$ cat src/hdl/mc4_pkg.sv
// ----------------------------------------------------------------------------
// mc4_pkg - shared types for the 4x4 matrix column transform
// Operation codes, the request tag that travels with each item, and the
// vector dimension.
// ----------------------------------------------------------------------------
`default_nettype none

package mc4_pkg;

    localparam int N_DIM = 4;

    typedef enum logic [1:0] {
        OP_LOAD   = 2'd0,
        OP_MUL    = 2'd1,
        OP_MUL_TR = 2'd2
    } t_op;

    // op is kept as raw bits so the unused code passes through untouched
    typedef struct packed {
        logic [1:0] op;
        logic [1:0] col;
    } t_tag;

endpackage

`default_nettype wire

$ cat src/hdl/mc4_finish.sv
// ----------------------------------------------------------------------------
// mc4_finish - rounding, saturation and result register
// Rounds each row sum to nearest, drops the fraction, clips to the element
// range and holds the result until the sink takes it. Loads end here.
// ----------------------------------------------------------------------------
`default_nettype none

module mc4_finish #(
    parameter int ELEM_WIDTH = 32,
    parameter int FRAC_BITS  = 16
) (
    input  wire logic                           i_clk,
    input  wire logic                           i_rst_n,
    input  wire logic                           i_valid,
    output logic                                o_ready,
    input  wire mc4_pkg::t_tag                  i_tag,
    input  wire logic signed [2*ELEM_WIDTH+1:0] i_acc [mc4_pkg::N_DIM],
    output logic                                o_valid,
    input  wire logic                           i_ready,
    output logic signed [ELEM_WIDTH-1:0]        o_elem [mc4_pkg::N_DIM],
    output logic                                o_saturated
);
    import mc4_pkg::*;

    localparam int ACC_W = 2*ELEM_WIDTH + 2;
    localparam int SUM_W = ACC_W + 1;
    localparam logic signed [SUM_W-1:0] RND   = SUM_W'(1) << (FRAC_BITS - 1);
    localparam logic signed [SUM_W-1:0] MAX_S =
        {{(SUM_W-ELEM_WIDTH+1){1'b0}}, {(ELEM_WIDTH-1){1'b1}}};
    localparam logic signed [SUM_W-1:0] MIN_S =
        {{(SUM_W-ELEM_WIDTH+1){1'b1}}, {(ELEM_WIDTH-1){1'b0}}};
    localparam logic signed [ELEM_WIDTH-1:0] MAX_E = {1'b0, {(ELEM_WIDTH-1){1'b1}}};
    localparam logic signed [ELEM_WIDTH-1:0] MIN_E = {1'b1, {(ELEM_WIDTH-1){1'b0}}};

    logic                         r_valid;
    logic signed [ELEM_WIDTH-1:0] r_elem [N_DIM];
    logic                         r_saturated;

    logic signed [SUM_W-1:0]      n_sum   [N_DIM];
    logic signed [SUM_W-1:0]      n_shift [N_DIM];
    logic signed [ELEM_WIDTH-1:0] n_elem  [N_DIM];
    logic                         n_saturated;
    logic                         s_ready;
    logic                         s_is_mul;

    assign s_ready  = !r_valid || i_ready;
    assign s_is_mul = (i_tag.op == OP_MUL) || (i_tag.op == OP_MUL_TR);

    always_comb begin
        n_saturated = 1'b0;
        for (int r = 0; r < N_DIM; r++) begin
            n_sum[r]   = {i_acc[r][ACC_W-1], i_acc[r]} + RND;
            n_shift[r] = n_sum[r] >>> FRAC_BITS;
            if (n_shift[r] > MAX_S) begin
                n_elem[r]   = MAX_E;
                n_saturated = 1'b1;
            end else if (n_shift[r] < MIN_S) begin
                n_elem[r]   = MIN_E;
                n_saturated = 1'b1;
            end else begin
                n_elem[r] = n_shift[r][ELEM_WIDTH-1:0];
            end
        end
    end

    always_ff @(posedge i_clk) begin
        if (!i_rst_n) begin
            r_valid <= 1'b0;
        end else if (s_ready) begin
            // loads and the unused code leave no result
            r_valid <= i_valid && s_is_mul;
        end
    end

    always_ff @(posedge i_clk) begin
        if (s_ready && i_valid) begin
            r_elem      <= n_elem;
            r_saturated <= n_saturated;
        end
    end

    assign o_ready     = s_ready;
    assign o_valid     = r_valid;
    assign o_elem      = r_elem;
    assign o_saturated = r_saturated;

endmodule

`default_nettype wire

$ cat config.mk
export PLATFORM = sky130hd
export DESIGN_NAME = mc4_finish
export DESIGN_NICKNAME = d
export VERILOG_FILES = /design/src/hdl/mc4_pkg.sv /design/src/hdl/mc4_finish.sv
export SDC_FILE = /design/constraint.sdc
export NUM_CORES = 1
export LEC_CHECK = 0
export BUFFER_PORTS_ARGS = -buffer_cell sky130_fd_sc_hd__buf_4
export CORE_MARGIN = 5
export CORE_UTILIZATION = 40
export CTS_BUF_LIST = sky130_fd_sc_hd__clkbuf_2 sky130_fd_sc_hd__clkbuf_4 sky130_fd_sc_hd__clkbuf_8
export DETAILED_ROUTE_END_ITERATION = 16
export GPL_TIMING_DRIVEN = 0
export PLACE_DENSITY_LB_ADDON = 0.15
export SLEW_MARGIN = 20
export SYNTH_ARGS = -nofsm -noshare
export SYNTH_HDL_FRONTEND = slang
export SYNTH_SLANG_ARGS = --single-unit
export TNS_END_PERCENT = 5
$ cat constraint.sdc
create_clock -name i_clk -period 8.7 [get_ports i_clk]
set_clock_uncertainty 0.15 [all_clocks]
set_input_delay 1.74 -clock i_clk [delete_from_list [all_inputs] [get_ports i_clk]]
set_output_delay 1.74 -clock i_clk [all_outputs]
set_load 0.02 [all_outputs]
=== Word-level counts from Yosys, hierarchy flattened ===
Cells that the tools add are included.
W data, S select, Z words.

* Bits in registers: 130
* Output and inout bits: 131

* $add $sub $neg: 4
* Magnitude comparators: 8
* Eq/ne operators: 2
* Muxes and demuxes: 5
* Reduce and logical (&&, ||, !) cells: 6

{| class="wikitable"
|+ Operators with widths
! operator !! number
|-
| $add A66 B17 Y67 const B || 4
|-
| $gt A51 B32 Y1 const B || 4
|-
| $lt A51 B32 Y1 const B || 4
|-
| $mux W32 || 4
|-
| $reduce_or A7 Y1 || 1
|-
| $eq A2 B1 Y1 const B || 1
|-
| $eq A2 B2 Y1 const B || 1
|-
| $logic_and A1 B1 Y1 || 2
|-
| $logic_or A1 B1 Y1 || 2
|-
| $logic_not A1 Y1 || 1
|-
| $mux W1 || 1
|}

=== Depth between registers and ports, before layout ===
* Depth in word-level cells: 3
* Gate-level depth with buffers: 13
* Gate-level depth less buffers: 10

=== Worst setup path after synthesis ===
No wires, ideal clock.

* Path type: input to register
* Start: input port i_ready
* End: register r_elem, in the netlist o_elem[0] (enable)
* Setup time: 0.503 ns
* Arrival time: 5.000 ns
* Path slack: 3.047 ns
* Cell stages on the path: 2
* Buffers on the path: 0
* Path through: nand2b_1 > and2_1

* Cells in the longest elaborated chain, start to end: 2

{| class="wikitable"
|+ RTL lines
! element !! line !! source
|-
| start: declaration || mc4_finish.sv:19 || <nowiki>input wire logic i_ready,</nowiki>
|-
| $logic_or A1 B1 Y1 || mc4_finish.sv:46 || <nowiki>assign s_ready = !r_valid || i_ready;</nowiki>
|-
| $logic_and A1 B1 Y1 || mc4_finish.sv:76 || <nowiki>if (s_ready && i_valid) begin</nowiki>
|-
| end signal: assignment || mc4_finish.sv:77 || <nowiki>r_elem <= n_elem;</nowiki>
|-
| end: declaration || mc4_finish.sv:36 || <nowiki>logic signed [ELEM_WIDTH-1:0] r_elem [N_DIM];</nowiki>
|}

No other way between the ends.
A chain may end at the register's enable or synchronous reset.

=== Worst setup path in the final report ===
* Start: input port i_acc[15] (netlist bit)
* End: register r_elem, in the netlist o_elem[1], data pin

* Cells in the longest elaborated chain, start to end: 3

{| class="wikitable"
|+ RTL lines
! element !! line !! source
|-
| start: declaration || mc4_finish.sv:17 || <nowiki>input wire logic signed [2*ELEM_WIDTH+1:0] i_acc [mc4_pkg::N_DIM],</nowiki>
|-
| $add A66 B17 Y67 * || mc4_finish.sv:52 || <nowiki>n_sum[r] = {i_acc[r][ACC_W-1], i_acc[r]} + RND;</nowiki>
|-
| $lt A51 B32 Y1 || mc4_finish.sv:57 || <nowiki>end else if (n_shift[r] < MIN_S) begin</nowiki>
|-
| $mux W32 || mc4_finish.sv:57 ||
|}

Every way passes the cells marked *; elsewhere a longest branch is shown, timed or not.

==> results.json <==
{
  "max-slew-margin-rel_pct": 28.8,
  "cts_root_buf": "clkbuf_8",
  "die_x_um": 168,
  "grt_use_met3_pct": 4.62,
  "critPathArrivalTime_ns": 5.35,
  "cts_tree": "done",
  "min_period_over_period_pct": 61.4,
  "hold_class": "register to register",
  "slowest_stage": "or4_1",
  "synth-compound-area-share_pct": 12.9,
  "power_density_mw_per_mm2": 122,
  "cpPeakStageDelay_ns": 0.59,
  "grt_pass1_vias": 9800,
  "crit_buf_inv": 3,
  "muxShareOfSynthArea_pct": 0.740,
  "fp.dieH_um": 168,
  "cpLargestDelayFamily": "simple AND/OR/NAND/NOR gates",
  "cts_buffers": 17,
  "r2r-end": "o_elem[35]",
  "routed_via_density": 5.60,
  "final_common_cell": "buf_4",
  "grt_use_met2_pct": 37.6,
  "drt_iter0_markers": 784,
  "fin_nets": 1754,
  "clk_pin_slew_ns": 0.09,
  "grt.busiest_layer": "met2",
  "ys_types": 72,
  "finalNonFillerCells": 1815,
  "r2r-start": "o_valid",
  "drcViolationCount": 0,
  "ys_seq_elements": 130,
  "ir_drop_v": 0.0000751,
  "grtUsageTotal_pct": 22.2,
  "synthAdderAreaFrac_pct": 0.502,
  "grt_start_max_net_pins": 54,
  "final_cell_mix": "buf_4, edfxtp_1, o21ai_0",
  "leakagePower_nw": 4.68,
  "wl_per_cell_um": 18.1,
  "diodes": 0,
  "cts_sinks": 130,
  "core-area_mm2": 0.0245,
  "total_power_mw": 1.63,
  "final_util_pct": 54.4,
  "ant_nets": 0,
  "path_max_fanout": 10,
  "synth_area_mm2": 0.00998,
  "synthXorXnorAreaFrac_pct": 13.9,
  "hpwl_mm": 26.3,
  "rows": 57,
  "critPathCaptureType": "register",
  "dieArea_mm2": 0.0282,
  "io_pins": 403,
  "crit_required_ns": 8.71,
  "synth-simple-area-share_pct": 29.6,
  "maxCapViolCount": 0,
  "rsz0062_at_grt": "false",
  "hold_violations": 0,
  "drive_above_1_share_pct": 27.6,
  "initial_core_util_pct": 40.8,
  "rrSetupSlack_ns": 7.02,
  "ff2ff_path_depth": 3,
  "met1_usage_pct": 28.3,
  "clockBufferDepth": 2,
  "ys.flop_type": "edfxtp_1",
  "whs_path_depth": 2,
  "fin_setup_tns_ns": 0,
  "vias": 10200,
  "post-cts-setup-buffers": 0,
  "period_needed_ns": 5.35,
  "ys_seq_area_share_pct": 39.0,
  "clk-insertion-delay-late_ns": 0.44,
  "placedCellCount": 1783,
  "grt_pass1_wl_mm": 51.6,
  "slew_viol_final": 0,
  "hold_end": "o_valid",
  "cts_resized": 0,
  "grt_overflow": 0,
  "fmax_mhz": 187,
  "areaGrowthSynthToFinish_pct": 33.4,
  "synth_edf_count": 129,
  "async_flop_share_pct": 0,
  "syn_avg_cell_area_um2": 8.89,
  "worstSetupPathType": "input port to register",
  "antenna_found_initial": 0,
  "drtPass1Iterations": 5,
  "tightest_slew_ns": 1.06,
  "path_common_cell": "or4_1",
  "setup_viol": 0,
  "syn_inst": 1122,
  "gp_congestion": 0.936,
  "ys_warn_count": 0,
  "filler_cell_count": 2340,
  "htreeDepth": 4,
  "io_buffers": 335,
  "cp-start-kind": "input port",
  "run_status": "finished clean",
  "min-delay-start": "o_valid",
  "wirelength_mm": 32.8,
  "hold_buffers": 0,
  "synth_top_family_by_area": "simple AND/OR/NAND/NOR gates",
  "syn_nets": 1398,
  "critical_path.cell_chain": "buf_4 -> ha_1 -> and3_1 -> buf_2 -> nand4_1 -> or4_1 -> xor2_1 -> o2111ai_1 -> or3_1 -> or4_1 -> nand2_1 -> clkbuf_1 -> o21ai_0"
}
-- power breakdown --
part	internal, mW	total [mW]	leakage, nW	switching [mW]
Clock	0.205	0.491	0.180	0.286
Combinational	0.169	0.391	3.28	0.222
Sequential	0.737	0.748	1.22	0.0113
-- area by class of cell --
cell class | instances | area (um2) | area share [%]
repair buffers | 337 | 2570 | 19.3
flip-flops and latches | 130 | 3890 | 29.2
inverters | 25 | 93.8 | 0.705
clock buffers | 17 | 234 | 1.76
well taps | 324 | 405 | 3.04
clock inverters | 15 | 124 | 0.930
plain buffers | 52 | 248 | 1.86
multi-input cells | 915 | 5750 | 43.2
-- cells in the mapped netlist (30+ instances only) --
| cell | count | share of area (%) |
|---|---|---|
| edfxtp_1 | 129 | 39 |
| o21ai_0 | 115 | 5.8 |
| nand3_1 | 92 | 4.6 |
| nand2_1 | 89 | 3.3 |
| xnor2_1 | 82 | 7.2 |
| xor2_1 | 76 | 6.7 |
| nor2_1 | 69 | 2.6 |
| nand4_1 | 60 | 3.8 |
| nor4_1 | 40 | 2.5 |
| clkbuf_1 | 39 | 1.5 |
| and3_1 | 38 | 2.4 |
| nor3_1 | 30 | 1.5 |
-- tightest hold or removal path, cell delays in order, from the launching register on --
cell,delay [ns]
dfxtp_1,0.32
nand2b_1,0.11
a21boi_0,0.09
-- flip-flops by register name (all words and copies together), names as in the netlist --
register and flops:
o_saturated 1, o_valid 1, o_elem 128
-- metrics by stage --
step,instance area [um2],setup WS [ns],hold WS [ns]
finish,13300,3.35,0.411
global route,13300,3.16,0.465
global placement,12900,1.80,0.376
detailed placement,13000,2.92,0.400
CTS,13300,3.41,0.415
floorplan,9980,3.05,0.599
-- worst max path at each step --
stage | start | endpoint | slack [ns] | cells past startpoint
2_1_floorplan | i_ready | o_elem[0] | 3.05 | 2
3_3_place_gp | i_ready | o_elem[61] | 1.80 | 3
3_5_place_dp | i_acc[15] | o_elem[4] | 2.92 | 13
4_1_cts | i_acc[15] | o_elem[1] | 3.41 | 13
5_1_grt | i_acc[16] | o_elem[1] | 3.16 | 13
6_report | i_acc[15] | o_elem[1] | 3.35 | 13
-- layer usage --
layer,part of all wire [%],up-vias
met3,6.9,62
met2,48,415
li1,-,4967
met5,0,-
met4,2.7,0
met1,42,4714
-- logic make-up (layout without fill, tap and decap cells) --
family	count (synthesis)	after routing
flops	130	130
simple gates	529	529
mux	7	7
xor+xnor	158	158
buf+inv	77	446
compound gates	217	217
fa+ha+maj	4	4
No activity file was read; power rests on OpenSTA's default activity.
